**src/rtl/core/dbd_pkg.sv**
```systemverilog
// types, constants and helper functions for the days-between-dates core
`timescale 1ns / 1ps
`default_nettype none

package dbd_pkg;

  localparam int unsigned DayW    = 6;   // day field after decode, up to 45
  localparam int unsigned MonW    = 8;   // month field after decode, up to 165
  localparam int unsigned YrW     = 15;  // year field after decode, up to 16665
  localparam int unsigned DateW   = 30;
  localparam int unsigned DnW     = 23;  // day number without the minus one
  localparam int unsigned CumW    = 9;
  localparam int unsigned QuadW   = 13;  // y / 4
  localparam int unsigned CentW   = 8;   // y / 100
  localparam int unsigned OutW    = 23;
  localparam int unsigned ProdW   = 26;

  localparam logic [DnW-1:0]   DaysPerYear = 23'd365;
  // y/100 = (y/4)/25, and (y/4)/25 = ((y/4) * 5243) >> 17 for y/4 below 4167
  localparam logic [ProdW-1:0] Recip25     = 26'd5243;
  localparam int unsigned      Recip25Sh   = 17;
  localparam logic [OutW-1:0]  OutMax      = 23'd4194303;

  typedef struct packed {
    logic [DayW-1:0] day;
    logic [MonW-1:0] mon;
    logic [YrW-1:0]  yr;
  } date_t;

  typedef struct packed {
    logic [DnW-1:0]   yr365;
    logic [CumW-1:0]  cum;
    logic [DayW-1:0]  day;
    logic [QuadW-1:0] q;
  } s2_t;

  typedef struct packed {
    logic [DnW-1:0]   base;
    logic [QuadW-1:0] q;
    logic [CentW-1:0] c;
  } s3_t;

  // nibbles D1 D0 M1 M0 Y3 Y2 Y1 Y0 from the top down, weighted as they stand
  function automatic date_t decode_date(input logic [DateW-1:0] v);
    date_t d;
    d.day = 6'(v[29:28]) * 6'd10 + 6'(v[27:24]);
    d.mon = 8'(v[23:20]) * 8'd10 + 8'(v[19:16]);
    d.yr  = 15'(v[15:12]) * 15'd1000 + 15'(v[11:8]) * 15'd100
          + 15'(v[7:4]) * 15'd10 + 15'(v[3:0]);
    return d;
  endfunction

  // days of the months before this one; month zero adds none, past twelve adds all
  function automatic logic [CumW-1:0] cum_days(input logic [MonW-1:0] mon);
    logic [CumW-1:0] r;
    unique case (mon)
      8'd0, 8'd1: r = 9'd0;
      8'd2:       r = 9'd31;
      8'd3:       r = 9'd59;
      8'd4:       r = 9'd90;
      8'd5:       r = 9'd120;
      8'd6:       r = 9'd151;
      8'd7:       r = 9'd181;
      8'd8:       r = 9'd212;
      8'd9:       r = 9'd243;
      8'd10:      r = 9'd273;
      8'd11:      r = 9'd304;
      8'd12:      r = 9'd334;
      default:    r = 9'd365;
    endcase
    return r;
  endfunction

endpackage

`default_nettype wire

```
**src/rtl/core/days_between_dates_core.sv**
```systemverilog
// days strictly between two bcd dates, five-stage pipeline
//
//  channel  dir  payload
//  s_axis   in   tdata: first_date_bcd, second_date_bcd; tuser: presence flags
//  m_axis   out  tdata: days_between (signed 23 bits)
//
// the pipe takes one beat per cycle when the output side keeps tready high.
// the whole pipe advances together when the output register is empty or
// being taken, so a stall at the output freezes every stage and holds tready
// low. the two multiplies (year times 365 and the reciprocal for the century
// count) each sit alone in a stage. rst clears the stage valid bits only.
`timescale 1ns / 1ps
`default_nettype none

module days_between_dates_core
  import dbd_pkg::*;
(
  input  wire logic        clk,
  input  wire logic        rst,
  input  wire logic        s_axis_tvalid,
  output logic             s_axis_tready,
  input  wire logic [63:0] s_axis_tdata,   // [29:0] first_date_bcd, [59:30] second_date_bcd
  input  wire logic [1:0]  s_axis_tuser,   // [0] first_present, [1] second_present
  output logic             m_axis_tvalid,
  input  wire logic        m_axis_tready,
  output logic [23:0]      m_axis_tdata    // [22:0] days_between
);

  logic adv;

  logic  v1, v2, v3, v4;
  logic  absent1, absent2, absent3, absent4;
  logic  same2, same3, same4;
  date_t date1 [2];
  s2_t   st2 [2];
  s3_t   st3 [2];
  logic [DnW-1:0] dn4 [2];

  logic [OutW-1:0] days;
  logic [OutW-1:0] days_next;

  assign adv           = !m_axis_tvalid || m_axis_tready;
  assign s_axis_tready = adv;
  assign m_axis_tdata  = {1'b0, days};

  // valid bits
  always_ff @(posedge clk) begin
    if (rst) begin
      v1            <= 1'b0;
      v2            <= 1'b0;
      v3            <= 1'b0;
      v4            <= 1'b0;
      m_axis_tvalid <= 1'b0;
    end else if (adv) begin
      v1            <= s_axis_tvalid;
      v2            <= v1;
      v3            <= v2;
      v4            <= v3;
      m_axis_tvalid <= v4;
    end
  end

  // stage 1: nibble decode
  always_ff @(posedge clk) begin
    if (adv) begin
      date1[0] <= decode_date(s_axis_tdata[29:0]);
      date1[1] <= decode_date(s_axis_tdata[59:30]);
      absent1  <= !(s_axis_tuser[0] && s_axis_tuser[1]);
    end
  end

  // stage 2: year times 365, month table, leap base year
  always_ff @(posedge clk) begin
    if (adv) begin
      for (int i = 0; i < 2; i++) begin
        st2[i].yr365 <= DnW'(date1[i].yr) * DaysPerYear;
        st2[i].cum   <= cum_days(date1[i].mon);
        st2[i].day   <= date1[i].day;
        // january and february count leaps up to the year before; year zero stays zero
        if (date1[i].mon <= 8'd2 && date1[i].yr != '0) begin
          st2[i].q <= QuadW'((date1[i].yr - 15'd1) >> 2);
        end else begin
          st2[i].q <= QuadW'(date1[i].yr >> 2);
        end
      end
      same2   <= (date1[0] == date1[1]);
      absent2 <= absent1;
    end
  end

  // stage 3: century count by reciprocal, partial day number
  always_ff @(posedge clk) begin
    if (adv) begin
      for (int i = 0; i < 2; i++) begin
        st3[i].c    <= CentW'((ProdW'(st2[i].q) * Recip25) >> Recip25Sh);
        st3[i].q    <= st2[i].q;
        st3[i].base <= st2[i].yr365 + DnW'(st2[i].day) + DnW'(st2[i].cum);
      end
      same3   <= same2;
      absent3 <= absent2;
    end
  end

  // stage 4: add leap count y/4 - y/100 + y/400
  always_ff @(posedge clk) begin
    if (adv) begin
      for (int i = 0; i < 2; i++) begin
        dn4[i] <= st3[i].base
                + DnW'(st3[i].q - QuadW'(st3[i].c) + QuadW'(st3[i].c >> 2));
      end
      same4   <= same3;
      absent4 <= absent3;
    end
  end

  // stage 5: |difference| - 1 with saturation; -1 if a date is absent, 0 if equal
  logic [DnW:0] diff;
  logic [DnW:0] mag_m1;

  always_comb begin
    diff   = {1'b0, dn4[0]} - {1'b0, dn4[1]};
    // for a negative difference, -diff - 1 is ~diff
    mag_m1 = diff[DnW] ? ~diff : diff - 24'd1;
    priority if (absent4) begin
      days_next = '1;
    end else if (same4) begin
      days_next = '0;
    end else if (mag_m1 == '1) begin
      days_next = '1;
    end else if (mag_m1 > (DnW + 1)'(OutMax)) begin
      days_next = OutMax;
    end else begin
      days_next = mag_m1[OutW-1:0];
    end
  end

  always_ff @(posedge clk) begin
    if (adv) begin
      days <= days_next;
    end
  end

endmodule

`default_nettype wire

```
**config.mk**
```make
export PLATFORM = sky130hd
export DESIGN_NAME = days_between_dates_core
export DESIGN_NICKNAME = d
export VERILOG_FILES = /design/src/rtl/core/dbd_pkg.sv /design/src/rtl/core/days_between_dates_core.sv
export SDC_FILE = /design/constraint.sdc
export NUM_CORES = 1
export LEC_CHECK = 0
export ABC_AREA = 1
export BUFFER_PORTS_ARGS = -buffer_cell sky130_fd_sc_hd__buf_2
export CORE_UTILIZATION = 35
export CTS_BUF_LIST = sky130_fd_sc_hd__clkbuf_4
export DETAILED_ROUTE_END_ITERATION = 7
export HOLD_SLACK_MARGIN = 0.1
export PLACE_DENSITY = 0.62
export SETUP_SLACK_MARGIN = 0.4
export SYNTH_ARGS = -nofsm -noshare
export SYNTH_HDL_FRONTEND = slang
export SYNTH_SLANG_ARGS = --single-unit
```
**constraint.sdc**
```tcl
create_clock -name clk -period 15.2 [get_ports clk]
set_clock_uncertainty 0.2 [all_clocks]
set_input_delay 3.04 -clock clk [delete_from_list [all_inputs] [get_ports clk]]
set_output_delay 3.04 -clock clk [all_outputs]
set_load 0.03 [all_outputs]
```
### Word level (Yosys, flattened, before mapping)

Memories as Yosys holds them, arrays and structs flattened.
Index checks and enable logic that the tools add are counted.

| word-level totals | value |
|---|---|
| flip-flop bits (word level) | 35 |
| bits in writable memories | 294 |
| bits in read-only memories | 288 |
| input bits | 70 |
| word-level logic and storage cells | 99 |
| memories | 6 |

Memories:

| name | words | width | read ports | clocked after Yosys merged registers in | write ports | RTL line | RTL |
|---|---|---|---|---|---|---|---|
| (name not given) | 16 | 9 | 1 | 0 | 0 | dbd_pkg.sv:56 | `unique case (mon)` |
| (name not given) | 16 | 9 | 1 | 0 | 0 | dbd_pkg.sv:56 |  |
| st2 | 2 | 51 | 2 | 0 | 2 | days_between_dates_core.sv:35 | `s2_t st2 [2];` |
| st3 | 2 | 44 | 2 | 0 | 2 | days_between_dates_core.sv:36 | `s3_t st3 [2];` |
| date1 | 2 | 29 | 2 | 0 | 2 | days_between_dates_core.sv:34 | `date_t date1 [2];` |
| dn4 | 2 | 23 | 2 | 0 | 2 | days_between_dates_core.sv:37 | `logic [DnW-1:0] dn4 [2];` |

| cells by class | value |
|---|---|
| $add $sub $neg | 24 |
| $mul | 14 |
| magnitude comparators | 3 |
| equality and inequality tests | 2 |
| mux-type cells | 24 |
| bitwise operators | 3 |
| reduce and logical (&&, ||, !) cells | 10 |

Operator list:

| kind | count |
|---|---|
| 23-bit two-way mux | 3 |
| 13-bit by 13-bit multiplier with 25-bit output (second input constant) | 2 |
| 23-bit adder | 2 |
| 23-bit by 6-bit adder with 23-bit output | 2 |
| 23-bit by 9-bit adder with 23-bit output | 2 |
| 15-bit by 9-bit multiplier with 23-bit output (second input constant) | 2 |
| 9-bit two-way mux | 4 |
| 14-bit by 11-bit adder with 15-bit output | 2 |
| 14-bit by 7-bit adder with 15-bit output | 2 |
| 15-bit by 4-bit adder with 15-bit output | 2 |
| 15-bit by 8-bit adder with 15-bit output | 2 |
| 15-bit nonzero test | 2 |
| 15-bit by 1-bit subtractor with 15-bit output (second input constant) | 2 |
| 29-bit equality test | 1 |
| 4-bit by 3-bit multiplier with 7-bit output (second input constant) | 4 |
| 13-bit by 8-bit subtractor with 14-bit output | 2 |
| 13-bit two-way mux | 2 |
| 24-bit equality test (second input constant) | 1 |
| 24-bit by 22-bit greater-than comparator with 1-bit output (second input constant) | 1 |
| 24-bit two-way mux | 1 |
| 24-bit inverter | 1 |
| 23-bit by 23-bit subtractor with 24-bit output | 1 |
| 24-bit by 1-bit subtractor with 24-bit output (second input constant) | 1 |
| 4-bit by 7-bit multiplier with 11-bit output (second input constant) | 2 |
| other kinds (11) | 34 |

### Depth between registers and ports, before layout

Gate-level depths: netlist (run 1).
An unclocked memory read counts as a cell.

| logic depth | value |
|---|---|
| word-level depth | 8 |
| depth in mapped cells | 32 |
| mapped depth without buffers | 32 |

### Worst setup path after synthesis (run 1)

OpenSTA, ideal clock, no wires.

| timing path | value |
|---|---|
| path type | in2out |
| start | input m_axis_tready |
| end | output s_axis_tready |
| arrival | 9.634 ns |
| data required time | 11.960 ns |
| setup slack | 2.326 ns |
| cell stages on the path | 2 |
| cell sequence | nor2_1 -> inv_1 |

| between the ends | value |
|---|---|
| cells in the longest elaborated chain, start to end | 1 |

RTL lines:

| what | RTL line | RTL |
|---|---|---|
| start, declared | days_between_dates_core.sv:25 | `input wire logic m_axis_tready,` |
| 1-bit logical OR | days_between_dates_core.sv:42 | `assign adv = !m_axis_tvalid \|\| m_axis_tready;` |
| end, declared | days_between_dates_core.sv:21 | `output logic s_axis_tready,` |

No other way between the ends.

### Final worst setup path (run 1)

Same ends and word-level chain as after synthesis.

==> results of run 1 <==
==> cells in the final DEF, fill, tap and decap left out, types with 7 or more instances in the layout <==
| master | instances |
|---|---|
| sky130_fd_sc_hd__inv_1 | 807 |
| sky130_fd_sc_hd__nand2_1 | 593 |
| sky130_fd_sc_hd__ha_1 | 540 |
| sky130_fd_sc_hd__edfxtp_1 | 324 |
| sky130_fd_sc_hd__fa_1 | 269 |
| sky130_fd_sc_hd__a21oi_1 | 209 |
| sky130_fd_sc_hd__xor2_1 | 187 |
| sky130_fd_sc_hd__nor2_1 | 183 |
| sky130_fd_sc_hd__nand3_1 | 149 |
| sky130_fd_sc_hd__o21ai_0 | 120 |
| sky130_fd_sc_hd__clkbuf_4 | 115 |
| sky130_fd_sc_hd__xnor2_1 | 95 |
| sky130_fd_sc_hd__buf_2 | 90 |
| sky130_fd_sc_hd__nand4_1 | 37 |
| sky130_fd_sc_hd__nor3_1 | 24 |
| sky130_fd_sc_hd__clkinv_1 | 23 |
| sky130_fd_sc_hd__nand2_2 | 20 |
| sky130_fd_sc_hd__o21bai_1 | 14 |
| sky130_fd_sc_hd__nand3_2 | 14 |
| sky130_fd_sc_hd__nor4_1 | 13 |
| sky130_fd_sc_hd__a21o_1 | 12 |
| sky130_fd_sc_hd__inv_2 | 11 |
| sky130_fd_sc_hd__o211ai_1 | 10 |
| sky130_fd_sc_hd__nor2_2 | 10 |
| sky130_fd_sc_hd__a211oi_1 | 9 |
| sky130_fd_sc_hd__a31oi_1 | 9 |
| sky130_fd_sc_hd__o21ai_1 | 8 |
| sky130_fd_sc_hd__diode_2 | 7 |
| sky130_fd_sc_hd__nand3b_1 | 7 |
==> per-stage QoR <==
step | hold WS [ns] | area, µm² | worst slack, ns | instances
finish | 0.210 | 37800 | 7.74 | 5279
global route | 0.237 | 37800 | 7.64 | 5277
CTS | 0.211 | 37800 | 7.70 | 5272
detailed placement | 0.205 | 36700 | 7.70 | 5120
global placement | 0.209 | 36700 | 7.72 | 5120
floorplan | 0.200 | 34700 | 2.33 | 3756
==> area by class of cell <==
class                   instances  area (µm²)  area share
flip-flops and latches        329        9830       0.260
diodes                          7        17.5    0.000463
inverters                     819        3080      0.0815
clock buffers                 115         863      0.0228
well taps                    1287        1610      0.0426
clock inverters                37         275     0.00728
repair buffers                 96         495      0.0131
multi-input cells            2589       21600       0.572
==> routing by layer <==
| layer | up-vias | part of all wire |
|---|---|---|
| met5 | - | 0 |
| met4 | 0 | 0.021 |
| met3 | 96 | 0.042 |
| met2 | 392 | 0.45 |
| met1 | 11000 | 0.49 |
| li1 | 12600 | - |
==> cells by family after synthesis <==
group                      share of synthesized area
xor gates and xnor gates                      0.0713
AOI/OAI and AO/OA                             0.0678
buffers and inverters                         0.0920
other                                       0.000108
and+or+nand+nor                                0.135
DFF                                            0.284
adders and majority gates                      0.350
==> flip-flops by register name, summed over array words and instances, names as in the netlist <==
register / cells
date1: 58
absent4: 1
days: 23
st2: 102
same3: 1
v4: 1
v3: 1
same4: 1
m_axis_tvalid: 1
v2: 1
dn4: 46
same2: 1
st3: 88
absent2: 1
absent1: 1
v1: 1
absent3: 1
==> worst max-delay path: stages <==
cell and delay [ns]:
sky130_fd_sc_hd__buf_2 0.09, sky130_fd_sc_hd__nor2_1 0.49, sky130_fd_sc_hd__inv_8 0.25, sky130_fd_sc_hd__buf_2 0.29
==> path summary, 6_finish.rpt <==
check | end | slack [ns]
worst min register to register | absent4$_DFFE_PP_ | 0.21
worst min-delay path | absent4$_DFFE_PP_ | 0.21
worst max register to register | dn4[0][21]$_DFFE_PP_ | 9.64
worst max-delay path | s_axis_tready | 7.74
==> impl_metrics.env, run 1 <==
export IMPL_outcome="complete, no violations"
export IMPL_worstReg2RegStart="st3[0][2]$_DFFE_PP_"
export IMPL_final_hold_viol_count=0
export IMPL_net_count_synth=4635
export IMPL_setup_violations_final=0
export IMPL_relSlewSlack=0.410
export IMPL_whs_path_depth=0
export IMPL_gp_congestion=0.890
export IMPL_aggregate_global_route_resource_usage=0.144
export IMPL_overflow=0
export IMPL_num_nets_final=4801
export IMPL_kind_of_launch_point_of_the_worst_setup_path="input port"
export IMPL_route_detailed_drc=0
export IMPL_yosysSeqAreaShare=0.284
export IMPL_pin_count_of_the_biggest_net_entering_global_routing=76
export IMPL_achievable_frequency_mhz=134
export IMPL_critical_path_required_ns=11.96
export IMPL_post_drt_wl_per_cell_um=13.1
export IMPL_tritoncts="built"
export IMPL_max_cap_viol_count=0
export IMPL_detailedRoute_firstPassIterationCount=5
export IMPL_critPathKind="input port to primary output"
export IMPL_ioPinCount=96
export IMPL_cts_root_to_sink_buffers=3
export IMPL_yosysMostFrequentCell="sky130_fd_sc_hd__inv_1"
export IMPL_cts_root_buf="sky130_fd_sc_hd__clkbuf_4"
export IMPL_cts_buffers_inserted=87
export IMPL_hold_path_class="register to register"
export IMPL_number_of_global_route_vias_before_repair=24200
export IMPL_top_usage_layer="met2"
export IMPL_yosys_warnings=0
export IMPL_layout_area_overhead_vs_synth_pct=9.10
export IMPL_die_height_um=317
export IMPL_placement_io_buffers=90
export IMPL_post_synth_cell_area_avg_um2=9.23
export IMPL_grt_met1_usage=0.196
export IMPL_dr_total_vias=24100
export IMPL_worst_hold_startpoint="absent3$_DFFE_PP_"
export IMPL_postSynthCellCount=3756
export IMPL_logic_depth_of_the_worst_register_to_register_path=28
export IMPL_initial_antenna_violation_count=8
export IMPL_count_of_state_elements_after_synthesis=329
export IMPL_grt_setup_unrepaired="no"
export IMPL_average_vias_per_placed_instance=4.56
export IMPL_crit_arrival_ns=4.22
export IMPL_postCtsSetupBuffers=0
export IMPL_floorplan_die_area_mm2=0.100
export IMPL_async_flop_share=0
export IMPL_final_ant_viol_nets=0
export IMPL_grt_met3_usage=0.0215
export IMPL_crit_fanout=41
export IMPL_cp_end_kind="primary output"
export IMPL_number_of_synthesized_flops_with_an_enable_pin=324
export IMPL_tightest_slew_ns=0.885
export IMPL_synth_top_cells_by_area="sky130_fd_sc_hd__edfxtp_1 28%, sky130_fd_sc_hd__ha_1 19%, sky130_fd_sc_hd__fa_1 16%"
export IMPL_floorplan_initialDensity=0.353
export IMPL_clock_sinks=329
export IMPL_resized_gates_after_cts=0
export IMPL_worst_path_clk_slew_ns=0.06
export IMPL_grtUsageMet2=0.235
export IMPL_yosys_cell_types_count=58
export IMPL_design_core_area_mm2=0.0983
export IMPL_synth_area_mm2=0.0347
export IMPL_tns_ns=0
export IMPL_worstSkewPairLatency_ns=0.89
export IMPL_postRouteWirelength_um=69200
export IMPL_cts_hold_repair_buffers=0
export IMPL_fillCellCount=9874
export IMPL_final_layout_size_suffix_gt1_frac=0.0755
export IMPL_global_route_wire_length_before_repair_um=116000
export IMPL_row_count=115
export IMPL_final_util=0.385
export IMPL_finalMaxSlewViolations=0
export IMPL_yosysTopAreaCell="sky130_fd_sc_hd__edfxtp_1"
export IMPL_timing_critical_path_from="m_axis_tready"
export IMPL_synth_top_area_share=0.281
export IMPL_fp_dieW_um=317
export IMPL_htree_levels=3
export IMPL_synth_ff_type="sky130_fd_sc_hd__edfxtp_1"
export IMPL_hpwlAfterDp_um=58300
export IMPL_top_cells_by_instance_count_after_synthesis="808 x sky130_fd_sc_hd__inv_1, 593 x sky130_fd_sc_hd__nand2_1, 540 x sky130_fd_sc_hd__ha_1"
export IMPL_period_minus_slack_ns=7.46
export IMPL_final_critical_path_share_of_the_clock_period=0.491
export IMPL_detailedRoute_firstIterationViolations=1172
Power of run 1 is left out: the tool's default activity adds up to more than one toggle a clock period on the data nets, which glitch-free logic cannot reach.
==> run 2, diff against run 1 <==
Clock period 15.2 ns to 7.6 ns, I/O delays scaled along.
==> run 2 against run 1 <==
Net effect:
- the flow now finishes with violations (design-rule violations)
- first-iteration DRC count down 2.9%
- hold slack better by 0.0087 ns
- register-to-register slack worse by 7.4 ns
- wire length up 0.67%
- worst setup slack worse by 5.5 ns
- critical path type is now register to register
- critical endpoint is now dn4[0][21]$_DFFE_PP_
- highest routed layer is now met5
==> impl_metrics.env, run 2 (same netlist as run 1, synthesis figures left out) <==
export IMPL_max_cap_viol_count=0
export IMPL_fillCellCount=9857
export IMPL_cts_hold_repair_buffers=0
export IMPL_final_ant_viol_nets=0
export IMPL_aggregate_global_route_resource_usage=0.144
export IMPL_clock_sinks=329
export IMPL_ioPinCount=96
export IMPL_place_area_mm2=0.0367
export IMPL_post_drt_wl_per_cell_um=13.2
export IMPL_cts_buffers_inserted=92
export IMPL_detailedRoute_firstPassIterationCount=7
export IMPL_cts_root_buf="sky130_fd_sc_hd__clkbuf_4"
export IMPL_register_area_mm2=0.00983
export IMPL_setup_violations_final=0
export IMPL_timing_reg2reg_setup_slack_ns=2.27
export IMPL_cpPeakStageDelay_ns=0.36
export IMPL_overflow=0
export IMPL_layout_cells_most_common_list="807 x sky130_fd_sc_hd__inv_1, 593 x sky130_fd_sc_hd__nand2_1, 540 x sky130_fd_sc_hd__ha_1, 324 x sky130_fd_sc_hd__edfxtp_1, 269 x sky130_fd_sc_hd__fa_1"
export IMPL_tritoncts="built"
export IMPL_global_route_wire_length_before_repair_um=117000
export IMPL_placement_io_buffers=90
export IMPL_period_minus_slack_ns=5.33
export IMPL_tightest_slew_ns=0.883
export IMPL_timing_rr_end="dn4[0][21]$_DFFE_PP_"
export IMPL_worst_path_clk_slew_ns=0.07
export IMPL_floorplan_die_area_mm2=0.100
export IMPL_cp_end_kind="register"
export IMPL_dr_total_vias=24200
export IMPL_layout_cells_most_common="sky130_fd_sc_hd__inv_1"
export IMPL_htree_levels=3
export IMPL_fp_dieW_um=317
export IMPL_crit_slowest_cell="sky130_fd_sc_hd__edfxtp_1"
export IMPL_final_critical_path_share_of_the_clock_period=0.701
export IMPL_pre_cts_ws_ns=1.75
export IMPL_whs_path_depth=0
export IMPL_gp_congestion=0.882
export IMPL_average_vias_per_placed_instance=4.57
export IMPL_num_nets_final=4806
export IMPL_max_flop_register="st2"
export IMPL_layout_area_overhead_vs_synth_pct=9.38
export IMPL_design_area_mm2=0.0379
export IMPL_finalMaxSlewViolations=0
export IMPL_worst_hold_startpoint="absent2$_DFFE_PP_"
export IMPL_multi_input_area_mm2=0.0217
export IMPL_route_detailed_drc=4
export IMPL_grt_setup_unrepaired="no"
export IMPL_die_height_um=317
export IMPL_hpwlAfterDp_um=58600
export IMPL_violations="design-rule violations"
export IMPL_pin_count_of_the_biggest_net_entering_global_routing=91
export IMPL_largest_reg_flops=102
export IMPL_row_count=115
export IMPL_crit_fanout=5
export IMPL_critical_path_required_ns=8.01
export IMPL_relSlewSlack=0.412
export IMPL_final_layout_size_suffix_gt1_frac=0.0776
export IMPL_postCtsSetupBuffers=0
export IMPL_layout_top_registers="st2 x102, st3 x88, date1 x58"
export IMPL_worstReg2RegStart="st3[0][2]$_DFFE_PP_"
export IMPL_final_hold_viol_count=0
export IMPL_logic_depth_of_the_worst_register_to_register_path=26
export IMPL_whs_endpoint="absent3$_DFFE_PP_"
export IMPL_outcome="finished, violations left"
export IMPL_hold_path_class="register to register"
export IMPL_kind_of_launch_point_of_the_worst_setup_path="register"
export IMPL_initial_antenna_violation_count=5
export IMPL_floorplan_initialDensity=0.353
export IMPL_cts_root_to_sink_buffers=3
export IMPL_resized_gates_after_cts=0
export IMPL_achievable_frequency_mhz=188
export IMPL_critPathKind="register to register"
export IMPL_crit_top_cell="sky130_fd_sc_hd__nand2_1"
export IMPL_postRouteWirelength_um=69700
export IMPL_crit_arrival_ns=5.74
export IMPL_detailedRoute_firstIterationViolations=1138
export IMPL_timing_final_ws_setup_ns=2.27
export IMPL_worstSkewPairLatency_ns=0.86
export IMPL_number_of_global_route_vias_before_repair=24200
export IMPL_design_core_area_mm2=0.0983
export IMPL_tns_ns=0
run 2: worst max-delay path by stage:
stage	start	end	cells past startpoint
floorplan	m_axis_tready	st2[1][5]$_DFFE_PP_	7
global placement	s_axis_tdata[43]	date1[0][42]$_DFFE_PP_	21
finish	st3[0][2]$_DFFE_PP_	dn4[0][21]$_DFFE_PP_	26
CTS	st3[1][10]$_DFFE_PP_	dn4[0][44]$_DFFE_PP_	26
detailed placement	s_axis_tdata[43]	date1[0][42]$_DFFE_PP_	21
global route	st3[0][2]$_DFFE_PP_	dn4[0][21]$_DFFE_PP_	26
run 2: layer usage:
metal	global-route usage	wire length (µm)
met5	0	13
met4	0.0405	1370
met3	0.0254	2940
met2	0.240	31800
met1	0.192	33500
run 2: cell type report:
cell class | instances | area share
repair buffers | 96 | 0.0134
well taps | 1287 | 0.0425
multi-input cells | 2589 | 0.571
diodes | 10 | 0.000660
clock inverters | 46 | 0.00861
clock buffers | 117 | 0.0232
inverters | 819 | 0.0812
flip-flops and latches | 329 | 0.259
run 2: worst max-delay path: cells and delay by family, from the launching register on:
kind,cells,cell delay [ns]
AOI/OAI and AO/OA,7,1.39
xor gates and xnor gates,3,0.39
adders and majority gates,3,1.04
buffers and inverters,2,0.11
DFF,1,0.36
and+or+nand+nor,11,1.62
run 2: stage by stage:
step,instances,utilization,hold WS [ns]
2_1_floorplan,3756,-,0.200
3_3_place_gp,5120,0.373,0.202
3_5_place_dp,5120,0.373,0.207
4_1_cts,5283,0.385,0.223
5_1_grt,5292,0.386,0.220
6_report,5293,0.386,0.219
Power of run 2 is left out for the same reason.
==> run 3, diff against run 2 <==
Settings changed: PLACE_DENSITY 0.62 to 0.64.
Clock period 7.6 ns to 4.4 ns, I/O delays scaled along.
==> run 3 against run 2 <==
Net effect:
- the flow finishes with violations (design-rule violations, negative setup slack)
- register-to-register slack worse by 2.7 ns
- wire length is 15% higher
- non-clock buffer count is 613 higher
- worst setup slack worse by 2.7 ns
- hold slack worse by 0.075 ns
- sequential share of layout area is 4.6 points lower
- clock-buffer cell count is 5 lower
==> impl_metrics.env, run 3 (same netlist as run 1, synthesis figures left out) <==
export IMPL_outcome="finished, violations left"
export IMPL_violations="design-rule violations, negative setup slack"
export IMPL_detailedRoute_firstPassIterationCount=7
export IMPL_timing_final_ws_setup_ns=-0.395
export IMPL_gp_congestion=0.886
export IMPL_layout_top_registers="st2 x102, st3 x88, date1 x58"
export IMPL_postRouteWirelength_um=80400
export IMPL_final_hold_viol_count=0
export IMPL_multi_input_area_mm2=0.0249
export IMPL_worst_path_clk_slew_ns=0.06
export IMPL_clock_sinks=329
export IMPL_cp_end_kind="register"
export IMPL_tns_ns=-6.92
export IMPL_largest_reg_flops=102
export IMPL_cts_root_buf="sky130_fd_sc_hd__clkbuf_4"
export IMPL_aggregate_global_route_resource_usage=0.159
export IMPL_design_core_area_mm2=0.0983
export IMPL_tritoncts="built"
export IMPL_num_nets_final=5417
export IMPL_kind_of_launch_point_of_the_worst_setup_path="register"
export IMPL_achievable_frequency_mhz=209
export IMPL_detailedRoute_firstIterationViolations=1260
export IMPL_cts_root_to_sink_buffers=3
export IMPL_finalNonFillerCells=5899
export IMPL_layout_cells_most_common="sky130_fd_sc_hd__inv_1"
export IMPL_max_cap_viol_count=0
export IMPL_hold_slack_ns=0.144
export IMPL_overflow=0
export IMPL_pin_count_of_the_biggest_net_entering_global_routing=142
export IMPL_row_count=115
export IMPL_register_area_mm2=0.00983
export IMPL_route_detailed_drc=6
export IMPL_floorplan_die_area_mm2=0.100
export IMPL_htree_levels=3
export IMPL_grt_setup_unrepaired="yes"
export IMPL_ioPinCount=96
export IMPL_die_height_um=317
export IMPL_setup_violations_final=38
export IMPL_critPathKind="register to register"
export IMPL_period_minus_slack_ns=4.80
export IMPL_critical_path_required_ns=4.80
export IMPL_final_layout_size_suffix_gt1_frac=0.309
export IMPL_initial_antenna_violation_count=6
export IMPL_timing_critical_path_from="st2[1][10]$_DFFE_PP_"
export IMPL_finalMaxSlewViolations=0
export IMPL_post_drt_wl_per_cell_um=13.6
export IMPL_layout_cells_most_common_list="721 x sky130_fd_sc_hd__inv_1, 523 x sky130_fd_sc_hd__nand2_1, 503 x sky130_fd_sc_hd__buf_4, 410 x sky130_fd_sc_hd__ha_1, 324 x sky130_fd_sc_hd__edfxtp_1"
export IMPL_fillCellCount=8930
export IMPL_dr_total_vias=27200
export IMPL_worst_hold_startpoint="s_axis_tuser[1]"
export IMPL_fp_dieW_um=317
export IMPL_layout_area_overhead_vs_synth_pct=32.9
export IMPL_max_flop_register="st2"
export IMPL_cts_buffers_inserted=90
export IMPL_hold_path_class="input port to register"
export IMPL_final_ant_viol_nets=0
export IMPL_tightest_slew_ns=0.770
export IMPL_final_critical_path_share_of_the_clock_period=1.09
export IMPL_number_of_global_route_vias_before_repair=27500
export IMPL_worstReg2RegStart="st2[1][10]$_DFFE_PP_"
export IMPL_crit_arrival_ns=5.20
export IMPL_worstSkewPairLatency_ns=0.88
export IMPL_numPlacedInstances=5530
export IMPL_average_vias_per_placed_instance=4.61
export IMPL_placement_io_buffers=90
export IMPL_hpwlAfterDp_um=62600
export IMPL_crit_fanout=3
export IMPL_floorplan_initialDensity=0.353
export IMPL_global_route_wire_length_before_repair_um=130000
export IMPL_relSlewSlack=0.487
==> run 3: critical path, cell delays in order (launching register included) <==
cell,delay (ns)
sky130_fd_sc_hd__edfxtp_1,0.42
sky130_fd_sc_hd__buf_4,0.17
sky130_fd_sc_hd__buf_4,0.13
sky130_fd_sc_hd__fa_1,0.45
sky130_fd_sc_hd__ha_1,0.32
sky130_fd_sc_hd__fa_1,0.51
sky130_fd_sc_hd__fa_1,0.44
sky130_fd_sc_hd__fa_1,0.55
sky130_fd_sc_hd__ha_4,0.23
sky130_fd_sc_hd__a21oi_4,0.17
sky130_fd_sc_hd__o21ai_2,0.09
sky130_fd_sc_hd__a221oi_2,0.25
sky130_fd_sc_hd__nand3_2,0.15
sky130_fd_sc_hd__a21o_1,0.24
sky130_fd_sc_hd__a21oi_2,0.14
sky130_fd_sc_hd__xnor2_1,0.07
==> run 3: routing by layer <==
metal / wire (µm) / GRT usage
met5: 11 / 0
met4: 1990 / 0.0467
met3: 3060 / 0.0234
met2: 38900 / 0.272
met1: 36400 / 0.207
==> run 3: layout make-up <==
| class | count | area share |
|---|---|---|
| inverter | 819 | 0.0672 |
| tap | 1287 | 0.0350 |
| clock inverter | 45 | 0.00576 |
| timing repair buffer | 709 | 0.120 |
| antenna | 9 | 0.000489 |
| multi-input combinational | 2589 | 0.540 |
| clock buffer | 112 | 0.0183 |
| sequential | 329 | 0.213 |
==> run 3: repair_timing <==
item	CTS	global route
endpoints found under the hold margin	18	0
buffers inserted	125	57
hold buffers	21	0
pin swaps	224	211
gates resized for setup	295	286
endpoints found under the setup margin	67	79
==> run 3: worst paths after layout <==
check / end / slack [ns] / depth (start not counted)
hold reg to reg: absent4$_DFFE_PP_ / 0.22 / 0
setup reg to reg: st3[1][6]$_DFFE_PP_ / -0.40 / 15
hold / removal: absent1$_DFFE_PP_ / 0.14 / 2
setup / recovery: st3[1][6]$_DFFE_PP_ / -0.40 / 15
==> run 3: through the flow <==
step / setup WS [ns] / cell area (µm²) / utilization
after floorplan: -3.05 / 35600 / -
after global placement: -0.536 / 40700 / 0.414
after detailed placement: -0.558 / 40700 / 0.414
after CTS: -0.382 / 44400 / 0.452
after global routing: -0.617 / 46100 / 0.469
final: -0.395 / 46100 / 0.469
Power of run 3 is left out for the same reason.
